[config.mk]
export PLATFORM = sky130hd
export DESIGN_NAME = fe_lfsr
export DESIGN_NICKNAME = d
export VERILOG_FILES = /design/src/design/fe_pkg.sv /design/src/design/fe_lfsr.sv
export SDC_FILE = /design/constraint.sdc
export NUM_CORES = 1
export LEC_CHECK = 0
export BUFFER_PORTS_ARGS = -buffer_cell sky130_fd_sc_hd__buf_4
export CORE_MARGIN = 1
export CORE_UTILIZATION = 47
export DETAILED_ROUTE_END_ITERATION = 7
export PLACE_DENSITY = 0.85
export SLEW_MARGIN = 5
export SYNTH_ARGS = -nofsm -noshare
export SYNTH_HDL_FRONTEND = slang
export SYNTH_SLANG_ARGS = --single-unit
export TNS_END_PERCENT = 30
[constraint.sdc]
create_clock -name clk_i -period 1.1 [get_ports clk_i]
set_input_delay 0.165 -clock clk_i [delete_from_list [all_inputs] [get_ports clk_i]]
set_output_delay 0.165 -clock clk_i [all_outputs]
set_load 0.05 [all_outputs]
[src/design/fe_pkg.sv]
// Shared constants, types and codes of the fire effect frame engine.
package fe_pkg;

  localparam int unsigned FRAME_WIDTH  = 64;
  localparam int unsigned FRAME_HEIGHT = 48;
  localparam int unsigned MAX_HEAT     = 36;
  localparam int unsigned COOL_ROWS    = 7;

  localparam int unsigned FRAME_SIZE = FRAME_WIDTH * FRAME_HEIGHT;
  localparam int unsigned ADDR_W     = $clog2(FRAME_SIZE);
  localparam int unsigned X_W        = $clog2(FRAME_WIDTH);
  localparam int unsigned Y_W        = $clog2(FRAME_HEIGHT);

  // Fixed field widths of the ports.
  localparam int unsigned HEAT_W     = 6;
  localparam int unsigned PIX_ADDR_W = 12;
  localparam int unsigned DELAY_W    = 8;
  localparam int unsigned SEED_W     = 32;

  localparam logic [HEAT_W-1:0]  MAX_HEAT_VAL      = HEAT_W'(MAX_HEAT);
  localparam logic [DELAY_W-1:0] DELAY_TARGET      = DELAY_W'(FRAME_HEIGHT / 4);
  localparam logic [DELAY_W-1:0] DELAY_STEP        = DELAY_W'(2);
  localparam logic [DELAY_W-1:0] START_DELAY_RESET = DELAY_W'(220);
  localparam logic [SEED_W-1:0]  SEED_RESET        = SEED_W'(1);
  localparam logic [SEED_W-1:0]  LFSR_TAPS         = 32'h8020_0003;

  // Address offsets used by the frame walks.
  localparam logic [ADDR_W-1:0] LAST_ROW_BASE = ADDR_W'((FRAME_HEIGHT - 1) * FRAME_WIDTH);
  localparam logic [ADDR_W-1:0] ROW_STEP      = ADDR_W'(FRAME_WIDTH);
  localparam logic [ADDR_W-1:0] COOL_BACK     = ADDR_W'(2 * FRAME_WIDTH - 1);
  localparam logic [ADDR_W-1:0] LAST_ADDR     = ADDR_W'(FRAME_SIZE - 1);
  localparam logic [ADDR_W:0]   DST_BIAS      = (ADDR_W + 1)'(FRAME_SIZE + 1 - FRAME_WIDTH);
  localparam logic [ADDR_W:0]   FRAME_SIZE_X  = (ADDR_W + 1)'(FRAME_SIZE);
  localparam logic [X_W-1:0]    LAST_COL      = X_W'(FRAME_WIDTH - 1);
  localparam logic [Y_W-1:0]    LAST_ROW      = Y_W'(FRAME_HEIGHT - 1);
  localparam logic [Y_W-1:0]    LAST_COOL_ROW = Y_W'(COOL_ROWS - 1);

  typedef enum logic [0:0] {
    CFG_START_DELAY = 1'b0,
    CFG_RANDOM_SEED = 1'b1
  } cfg_reg_e;

  typedef enum logic [0:0] {
    ACT_ADVANCE = 1'b0,
    ACT_READ    = 1'b1
  } action_e;

  // Status of the core towards the top level.
  typedef struct packed {
    logic              ready;
    logic              valid;
    logic [HEAT_W-1:0] pixel_value;
    logic              restart_pending;
    logic              cooling_active;
  } core_res_t;

endpackage

[src/design/fe_lfsr.sv]
// 32-bit Galois LFSR random source with seed load.
module fe_lfsr (
  input  logic                      clk_i,
  input  logic                      rst_ni,
  input  logic                      load_i,
  input  logic [fe_pkg::SEED_W-1:0] seed_i,
  input  logic                      step_i,
  output logic [1:0]                rnd_o
);
  import fe_pkg::*;

  logic [SEED_W-1:0] state_q, state_d, next_state;

  // One draw: shift right, fold in the taps when a one drops out.
  assign next_state = {1'b0, state_q[SEED_W-1:1]} ^ (state_q[0] ? LFSR_TAPS : '0);
  assign rnd_o      = next_state[1:0];

  always_comb begin
    state_d = state_q;
    if (load_i) begin
      state_d = (seed_i == '0) ? SEED_RESET : seed_i;
    end else if (step_i) begin
      state_d = next_state;
    end
  end

  always_ff @(posedge clk_i or negedge rst_ni) begin
    if (!rst_ni) begin
      state_q <= SEED_RESET;
    end else begin
      state_q <= state_d;
    end
  end

endmodule

==> Yosys cells after proc, flatten, opt, wreduce, memory -nomap -nowiden <==
Index checks and enable logic that the tools add are counted.
Widths: inputs -> output; s select.
{ "word_totals": {"regBits": 32, "out_inout_bits": 2, "elab_cells": 8} }
{ "op_classes": {"bitwise": 1, "reduce_logical": 2, "muxes": 4} }
{ "op_table": {"columns": ["cell", "n"], "rows": [
  ["$mux 32", 4],
  ["$logic_not 32->1", 1],
  ["$xor 31x32->32", 1],
  ["$reduce_bool 2->1", 1]
]} }

==> Longest topological paths before layout <==
Gate-level depths: netlist of run 1.
{ "logic_depth": {"word_depth": 4, "ltp_mapped": 4, "depth_no_buf": 4} }

==> Worst setup path after synthesis of run 1 <==
Ideal clock, no wire load.
{ "synth_timing": {"path_kind": "register -> output", "from": "register state_q[0]", "to": "output rnd_o[1]", "path_slack_ns": -0.066, "required_ns": 0.935, "arrival_ns": 1.001, "path_buffers": 2, "stages_incl_launch_ff": 4, "path_cell_list": "dfstp_2 -> buf_4 -> xor2_1 -> buf_4"} }
{ "synth_via": {"elab_chain_len": 2} }
{ "synth_lines": {"columns": ["element", "line_no", "rtl"], "rows": [
  ["from (decl)", "fe_lfsr.sv:12", "logic [SEED_W-1:0] state_q, state_d, next_state;"],
  ["from (signal assigned)", "fe_lfsr.sv:31", "state_q <= state_d;"],
  ["$mux 32", "fe_lfsr.sv:15", "assign next_state = {1'b0, state_q[SEED_W-1:1]} ^ (state_q[0] ? LFSR_TAPS : '0);"],
  ["$xor 31x32->32", "fe_lfsr.sv:15", null],
  ["to (decl)", "fe_lfsr.sv:8", "output logic [1:0] rnd_o"]
]} }
No other way between the ends.

==> Final worst setup path of run 1 <==
Ends and elaborated chain as after synthesis.

==> results of run 1 <==
==> worst register-to-register path, cell delays in order (launching register included) <==
cell and delay [ns]:
dfstp_2 0.58, buf_4 0.13, xnor2_1 0.12, a211oi_1 0.10
a21o_1 0.16
==> cells by family after synthesis <==
| group | Yosys count |
|---|---|
| simple gates | 43 |
| compound gates | 34 |
| flops | 32 |
| mux | 30 |
| buf+inv | 14 |
| xor+xnor | 4 |
==> routing by layer <==
layer  GRT usage [%]  vias up  routed length [um]
met5               0        -                   0
met3            5.76        6                 121
met1            26.1      592                1470
met2            33.3       24                1580
li1                -      630                   -
met4            9.74        0                  68
==> layout by cell type (no fill, tap or decap), types with 2 or more instances in the layout <==
master    instances
nand2_1          31
nor4_2            4
clkbuf_4          5
o21ai_0          28
nor4_1            4
mux2i_1          30
buf_4            42
xnor2_1           2
nand4_1           2
o21ai_1           3
clkbuf_8          2
dfrtp_1          31
buf_12            2
==> worst min-delay path by stage <==
| stage | from | to | slack [ns] | depth (start not counted) |
|---|---|---|---|---|
| finish | seed_i[13] | state_q[13] | 0.03 | 3 |
| global route | seed_i[19] | state_q[19] | 0.02 | 3 |
| CTS | seed_i[13] | state_q[13] | 0.02 | 3 |
| detailed placement | rst_ni | state_q[14] | 0.12 | 1 |
| global placement | rst_ni | state_q[16] | 0.11 | 1 |
| floorplan | rst_ni | state_q[10] | -0.13 | 0 |
==> stage by stage <==
stage / std cells / util (%) / hold slack, ns / worst slack (ns) / total power [mW]
after floorplan: 157 / - / -0.131 / -0.0529 / 1.77
after global placement: 230 / 61.3 / 0.113 / -0.0554 / 1.96
after detailed placement: 230 / 61.3 / 0.124 / -0.0675 / 1.98
after CTS: 241 / 64.2 / 0.0213 / -0.394 / 2.77
after global routing: 241 / 64.6 / 0.0211 / -0.389 / 2.90
final: 241 / 64.6 / 0.0276 / -0.339 / 2.76
==> power by group through the flow <==
stage | combinational (mW) | clock, mW | sequential [mW]
detailed placement | 0.574 | 0 | 1.41
global placement | 0.558 | 0 | 1.40
CTS | 0.602 | 0.789 | 1.38
floorplan | 0.390 | 0 | 1.38
global route | 0.666 | 0.835 | 1.40
finish | 0.606 | 0.765 | 1.39
==> timing repair <==
action / CTS / global route
setup buffers: 2 / 0
endpoints found under the hold margin: 31 / 0
endpoints found under the setup margin: 2 / 6
resized for setup: 0 / 3
pin swaps: 2 / 0
hold buffers: 1 / 0
==> layout make-up <==
class | count | area [um2] | share of cell area (%)
tap | 44 | 55.1 | 2.70
multi-input combinational | 111 | 734 | 36.1
clock buffer | 8 | 68.8 | 3.38
timing repair buffer | 46 | 377 | 18.5
sequential | 32 | 802 | 39.4
==> impl_metrics.json, run 1 <==
{
  "outcome": "finished with violations",
  "failed_checks": "negative setup slack",
  "max_slew_margin_pct": 73.7,
  "dr_total_vias": 1252,
  "cts_tree": "built",
  "synth_top_family_by_area": "multiplexers",
  "finalCritPeriodShare_pct": 131,
  "place.gp.congestion": 0.761,
  "drive_gt1_share_pct": 29.4,
  "synthArstFlopShare_pct": 100,
  "rsz0062_at_grt": "true",
  "clock_skew_ns": 0.0101,
  "crit_cells": 2,
  "synth_warnings": 0,
  "num-nets-final": 232,
  "fillers": 275,
  "ys_seq_area_share_pct": 49.5,
  "combPwrFrac_pct": 22.0,
  "vias_per_cell": 5.20,
  "setup_ws_ns": -0.339,
  "syn_to_final_growth_pct": 25.7,
  "r2r_slack_ns": -0.07,
  "cts_buffers": 5,
  "drc": 0,
  "crit_end": "rnd_o[1]",
  "worst_pin_slew_ns": 0.391,
  "p_seq_share_pct": 50.3,
  "clock_sinks": 32,
  "synthMuxAreaShare_pct": 18.5,
  "finalSetupTns_ns": -0.790,
  "path_clk_slew_ns": 0.10,
  "start_util_pct": 51.4,
  "crit_start": "state_q[0]",
  "finalCriticalPeriod_ns": 1.44,
  "synth_top_area_share_pct": 47.9,
  "path_delay_family": "flip-flops",
  "r2r-end": "state_q[21]",
  "grt_use_total_pct": 20.8,
  "path_cells": "xor2_2 -> buf_6",
  "critPathBufInv": 1,
  "worst_ep_required_time_ns": 0.94,
  "core_area_um2": 3150,
  "yosys.area_share.adder_pct": 0,
  "max_stage_delay_ns": 0.58,
  "clockBufferDepth": 2,
  "maxSlewViolCount": 0,
  "p_int_mw": 1.98,
  "r2r_cells": 4,
  "setup_viol": 5,
  "ys_ff_latch": 32,
  "grt_start_max_net_pins": 41,
  "synth_compound_area_share_pct": 11.0,
  "hold_viol_final": 0,
  "worstSkewPairLatency_ns": 0.34,
  "dpl.hpwl_um": 2440,
  "hold_class": "primary input to flop",
  "yosys.area.top_type": "dfrtp_1",
  "htreeDepth": 2,
  "max_freq_mhz": 695,
  "crit_fanout": 3,
  "yosys.area_share.simple_pct": 13.2,
  "p_leak_nw": 0.973,
  "endpoint_kind": "output port",
  "syn_inst": 157,
  "power_density_nw_per_um2": 1350,
  "power_switching_mw": 0.775,
  "cap_violations": 0,
  "rows": 20,
  "syn_area_um2": 1620,
  "antenna_found_initial": 0,
  "n_antenna_cell": 0,
  "synth-main-ff-cell": "dfrtp_1",
  "drt_first_iter_violations": 41,
  "wirelength_um": 3240,
  "overflow": 0,
  "syn_nets": 193,
  "avgSynthCellArea_um2": 10.3,
  "dieArea_um2": 3690,
  "worst_path_max_delay_cell": "dfstp_2",
  "top_register": "state_q",
  "ant_nets": 0,
  "post_drt_wl_per_cell_um": 13.5,
  "die_x_um": 60.7,
  "synth_common_cells": "31 x dfrtp_1, 31 x nand2_1, 30 x mux2i_1, 29 x o21ai_0",
  "yosys.area_share.xor_xnor_pct": 2.16,
  "power_frac_clock_pct": 27.8,
  "cp-start-kind": "flop",
  "swShare_pct": 28.1,
  "grt_pass1_wl_um": 5410,
  "crit_arrival_ns": 1.27,
  "dr.pass1.iters": 4,
  "netlist_top_cells_area": "dfrtp_1 48%, mux2i_1 19%, o21ai_0 9.0%",
  "boundaryPins": 38,
  "vdd_drop_max_uv": 723,
  "die_y_um": 60.7,
  "largest_reg_flops": 32,
  "reg_top3": "state_q: 32 flops",
  "crit-reg2reg-launch": "state_q[0]",
  "cts-root-buf": "clkbuf_4",
  "synth_cell_types": 21,
  "synth_edf_count": 0,
  "design_area_um2": 2040,
  "place_area_um2": 1930,
  "port_buffers": 37,
  "grt_pass1_vias": 1170,
  "criticalPathCategory": "flop to output port"
}
No activity file was read; power rests on OpenSTA's default activity.
==> inputs of run 2 (changes only) <==
==> constraint.sdc (replaced) <==
create_clock -name clk_i -period 1.1 [get_ports clk_i]
set_input_delay 0.275 -clock clk_i [delete_from_list [all_inputs] [get_ports clk_i]]
set_output_delay 0.275 -clock clk_i [all_outputs]
set_load 0.05 [all_outputs]
==> impl_metrics.json, run 2 (same netlist as run 1, synthesis figures left out) <==
{
  "dr_wl_met3_um": 150,
  "hold_class": "primary input to flop",
  "max_slew_margin_pct": 73.0,
  "fillers": 273,
  "final_common_cell": "buf_4",
  "ant_nets": 0,
  "post_drt_wl_per_cell_um": 13.5,
  "combPwrFrac_pct": 22.5,
  "drt_first_iter_violations": 65,
  "path_clk_slew_ns": 0.09,
  "grt_start_max_net_pins": 33,
  "finalCriticalPeriod_ns": 1.58,
  "worst_path_max_delay_cell": "dfstp_2",
  "route.met2.wl_um": 1690,
  "dpl.hpwl_um": 2440,
  "cap_violations": 0,
  "port_buffers": 37,
  "p_int_mw": 1.92,
  "seq_area_um2": 802,
  "endpoint_kind": "output port",
  "max_freq_mhz": 635,
  "drive_gt1_share_pct": 29.3,
  "cts_tree": "built",
  "power_switching_mw": 0.760,
  "rows": 20,
  "p_seq_share_pct": 51.8,
  "finalCritPeriodShare_pct": 143,
  "clock_skew_ns": 0.00256,
  "worstSkewPairLatency_ns": 0.33,
  "r2r_cells": 4,
  "core_area_um2": 3150,
  "worst_ep_required_time_ns": 0.82,
  "dp_cells": 232,
  "final_cell_mix": "43 x buf_4, 31 x nand2_1, 31 x dfrtp_1, 30 x mux2i_1, 29 x o21ai_0",
  "grt_pass1_vias": 1220,
  "top_register": "state_q",
  "clock_sinks": 32,
  "maxSlewViolCount": 0,
  "cts-root-buf": "clkbuf_4",
  "hold_viol_final": 0,
  "swShare_pct": 28.4,
  "setup_ws_ns": -0.475,
  "worst_pin_slew_ns": 0.405,
  "clockBufferDepth": 2,
  "boundaryPins": 38,
  "criticalPathCategory": "flop to output port",
  "drc": 0,
  "power_frac_clock_pct": 25.7,
  "start_util_pct": 51.4,
  "antenna_found_initial": 0,
  "p_leak_nw": 0.976,
  "fin_cells": 242,
  "n_antenna_cell": 0,
  "die_x_um": 60.7,
  "worst_hold_path.num_cells": 3,
  "min_to": "state_q[5]",
  "grt_use_total_pct": 20.0,
  "failed_checks": "negative setup slack",
  "place.gp.congestion": 0.834,
  "dr.max_layer_used": "met4",
  "crit_arrival_ns": 1.30,
  "syn_to_final_growth_pct": 26.1,
  "wl_met1_um": 1370,
  "largest_reg_flops": 32,
  "power_density_nw_per_um2": 1310,
  "path_cells": "xor2_2 -> buf_4",
  "r2r_slack_ns": -0.09,
  "grt_pass1_wl_um": 5270,
  "holdWs_ns": 0.162,
  "critPathBufInv": 1,
  "crit_fanout": 3,
  "worstHoldStart": "seed_i[5]",
  "setup_viol": 4,
  "crit-reg2reg-launch": "state_q[0]",
  "max_stage_delay_ns": 0.58,
  "dieArea_um2": 3690,
  "vias_per_cell": 5.20,
  "multi_input_area_um2": 734,
  "vdd_drop_max_uv": 708,
  "path_delay_family": "flip-flops",
  "dr_total_vias": 1258,
  "cts_buffers": 5,
  "die_y_um": 60.7,
  "dr.pass1.iters": 5,
  "outcome": "finished with violations",
  "r2r-end": "state_q[21]",
  "rsz0062_at_grt": "true",
  "wirelength_um": 3270,
  "reg_top3": "state_q: 32 flops",
  "overflow": 0,
  "cp-start-kind": "flop",
  "num-nets-final": 233,
  "htreeDepth": 2
}
## run 2: how the worst max path moves through the flow
stage                    start         end  slack [ns]  depth (start not counted)
floorplan           state_q[0]    rnd_o[1]       -0.16                          3
global placement    state_q[0]    rnd_o[1]       -0.11                          2
detailed placement   seed_i[9]  state_q[0]       -0.15                          5
CTS                 state_q[0]    rnd_o[1]       -0.49                          2
global route        state_q[0]    rnd_o[0]       -0.54                          2
finish              state_q[0]    rnd_o[1]       -0.48                          2
## run 2: through the flow
stage                     worst slack, ns  instance area, um2  utilization (%)  setup TNS, ns  total power [mW]
final                              -0.475                2040             64.8          -1.05              2.68
after detailed placement           -0.148                1960             62.1         -0.373              1.99
after CTS                          -0.490                2040             64.6          -1.03              2.70
after global routing               -0.539                2040             64.8          -1.28              2.82
after floorplan                    -0.163                1620                -         -0.279              1.77
after global placement             -0.107                1960             62.1         -0.307              1.97
## run 2: layout make-up
type | instances | share of cell area (%)
tap | 44 | 2.69
timing repair buffer | 47 | 19.2
clock buffer | 8 | 2.88
sequential | 32 | 39.3
multi-input combinational | 111 | 35.9
## run 2: tightest hold or removal path, delay by kind of cell
family | cells | cell delay, ns
buffers and inverters | 1 | 0.08
AOI/OAI and AO/OA | 1 | 0.06
and+or+nand+nor | 1 | 0.03
## run 2: metal layers
metal  global-route usage (%)  vias to the layer above
met1                     22.5                      592
met3                     5.97                        7
met2                     34.7                       30
met5                        0                        -
met4                     9.74                        0
li1                         -                      629
## run 2: power groups by stage
stage                     combinational (mW)  sequential, mW  clock [mW]
after detailed placement               0.587            1.41           0
final                                  0.602            1.39       0.688
after floorplan                        0.390            1.38           0
after global placement                 0.570            1.40           0
after global routing                   0.661            1.40       0.760
after CTS                              0.604            1.38       0.708
## run 2: what timing repair did
item / in CTS / in global routing
gates resized for setup: 0 / 1
setup buffers: 1 / 0
endpoints found under the setup margin: 3 / 4
endpoints found under the hold margin: 31 / 0
hold buffers: 1 / 0
pin swaps: 1 / 1
==> inputs of run 3 (changes only) <==
--- a/config.mk
+++ b/config.mk
@@ -5,11 +5,12 @@
 export SDC_FILE = /design/constraint.sdc
 export NUM_CORES = 1
 export LEC_CHECK = 0
-export BUFFER_PORTS_ARGS = -buffer_cell sky130_fd_sc_hd__buf_4
 export CORE_MARGIN = 1
-export CORE_UTILIZATION = 47
+export CORE_UTILIZATION = 49
 export DETAILED_ROUTE_END_ITERATION = 7
-export PLACE_DENSITY = 0.85
+export DONT_BUFFER_PORTS = 1
+export GPL_TIMING_DRIVEN = 0
+export PLACE_DENSITY = 0.77
 export SLEW_MARGIN = 5
 export SYNTH_ARGS = -nofsm -noshare
 export SYNTH_HDL_FRONTEND = slang
==> impl_metrics.json, run 3 (same netlist as run 1, synthesis figures left out) <==
{
  "outcome": "finished with violations",
  "failed_checks": "negative setup slack",
  "crit_arrival_ns": 1.35,
  "wirelength_um": 3230,
  "finalSetupTns_ns": -1.17,
  "dr_total_vias": 1188,
  "maxSlewViolCount": 0,
  "hold_viol_final": 0,
  "rsz0062_at_grt": "true",
  "r2r_cells": 5,
  "path_clk_slew_ns": 0.09,
  "antenna_found_initial": 0,
  "grt_use_total_pct": 21.5,
  "worst_pin_slew_ns": 0.441,
  "top_usage_layer": "met2",
  "drt_first_iter_violations": 71,
  "largest_reg_flops": 32,
  "cts_buffers": 5,
  "p_leak_nw": 0.805,
  "dr.pass1.iters": 4,
  "cp-start-kind": "flop",
  "met3_usage_pct": 7.42,
  "clock_sinks": 32,
  "top_register": "state_q",
  "criticalPathCategory": "flop to output port",
  "cts-root-buf": "clkbuf_4",
  "die_x_um": 59.5,
  "setup_viol": 4,
  "grt_pass1_wl_um": 5350,
  "drc": 0,
  "die_y_um": 59.5,
  "cap_violations": 0,
  "worst_ep_required_time_ns": 0.82,
  "endpoint_kind": "output port",
  "swShare_pct": 29.1,
  "core_area_um2": 3100,
  "vdd_drop_max_uv": 873,
  "place.gp.congestion": 0.750,
  "max_slew_margin_pct": 70.6,
  "setup_ws_ns": -0.527,
  "vias_per_cell": 5.60,
  "max_freq_mhz": 615,
  "power_density_nw_per_um2": 1410,
  "start_util_pct": 52.2,
  "worstSkewPairLatency_ns": 0.33,
  "fin_util_pct": 57.5,
  "power_switching_mw": 0.732,
  "reg_top3": "state_q: 32 flops",
  "ant_nets": 0,
  "syn_to_final_growth_pct": 10.1,
  "grt_pass1_vias": 1176,
  "finalCritPeriodShare_pct": 148,
  "finalCriticalPeriod_ns": 1.63,
  "worst_hold_path.num_cells": 2,
  "post_drt_wl_per_cell_um": 15.2,
  "p_seq_share_pct": 54.8,
  "clock_skew_ns": 0.00789,
  "htreeDepth": 2,
  "drive_gt1_share_pct": 13.1,
  "rows": 20,
  "port_buffers": 0,
  "grt_start_max_net_pins": 33,
  "p_int_mw": 1.78,
  "boundaryPins": 38,
  "power_frac_clock_pct": 25.0,
  "hold_class": "primary input to flop",
  "final_cell_mix": "31 x nand2_1, 31 x dfrtp_1, 30 x mux2i_1, 29 x o21ai_0, 7 x clkbuf_1",
  "num-nets-final": 203,
  "crit_fanout": 4,
  "grt_use_met1_pct": 29.0,
  "finalPower_mw": 2.52,
  "n_antenna_cell": 0,
  "clockBufferDepth": 2,
  "cts_tree": "built",
  "dpl.hpwl_um": 2350,
  "dieArea_um2": 3540,
  "overflow": 0,
  "use_met2_pct": 30.7,
  "combPwrFrac_pct": 20.2
}
==> run 3: cell count changes in the layout (fill, tap and decap cells not counted) <==
| cell | change |
|---|---|
| buf_4 | -40 |
| buf_6 | +5 |
| clkbuf_1 | +5 |
| buf_1 | +2 |
| buf_12 | -2 |
| buf_2 | +1 |
| clkbuf_8 | -1 |
| xnor2_1 | -1 |
| xnor2_2 | +1 |
==> run 3: worst max-delay path: stages, from the launching register on <==
cell	delay, ns
dfstp_2	0.53
buf_6	0.11
xor2_1	0.16
buf_4	0.22
==> run 3: layout make-up <==
cell class	instances	area (um2)
plain buffers	14	98.8
clock buffers	8	48.8
fillers	286	1320
multi-input cells	111	742
flip-flops and latches	32	802
well taps	44	55.1
repair buffers	3	37.5
==> run 3: per-layer routing <==
metal  up-vias  wire (um)
li1        568          -
met1       577       1440
met5         -          0
met3         4        212
met4         0         35
met2        39       1540
==> run 3: repair_timing <==
item | 4_1_cts | 5_1_grt
pin swaps | 1 | 0
setup endpoints to repair | 4 | 4
setup buffers | 1 | 0
hold buffers | 2 | 0
hold endpoints to repair | 32 | 0
gates resized for setup | 3 | 0
==> run 3: worst paths after layout <==
kind	start	end	slack, ns
setup / recovery	state_q[0]	rnd_o[0]	-0.53
hold / removal	seed_i[31]	state_q[31]	0.05
setup reg to reg	state_q[0]	state_q[21]	-0.12
hold reg to reg	state_q[16]	state_q[15]	0.57
max in group asynchronous	rst_ni	state_q[0]	0.48
min in group asynchronous	rst_ni	state_q[7]	0.38
==> run 3: power by group through the flow <==
| stage | Combinational [mW] | Clock, mW | Sequential (mW) |
|---|---|---|---|
| after floorplan | 0.390 | 0 | 1.38 |
| after detailed placement | 0.447 | 0 | 1.40 |
| after global routing | 0.565 | 0.709 | 1.39 |
| final | 0.508 | 0.630 | 1.38 |
| after global placement | 0.434 | 0 | 1.39 |
| after CTS | 0.509 | 0.654 | 1.38 |
==> run 3: stage by stage <==
stage | hold slack [ns] | cell area [um2] | std cells | setup WS (ns)
CTS | 0.0394 | 1780 | 212 | -0.551
global route | 0.0349 | 1780 | 212 | -0.586
finish | 0.0529 | 1780 | 212 | -0.527
detailed placement | -0.0199 | 1680 | 201 | -0.229
global placement | -0.0198 | 1680 | 201 | -0.221
floorplan | -0.0206 | 1620 | 157 | -0.163
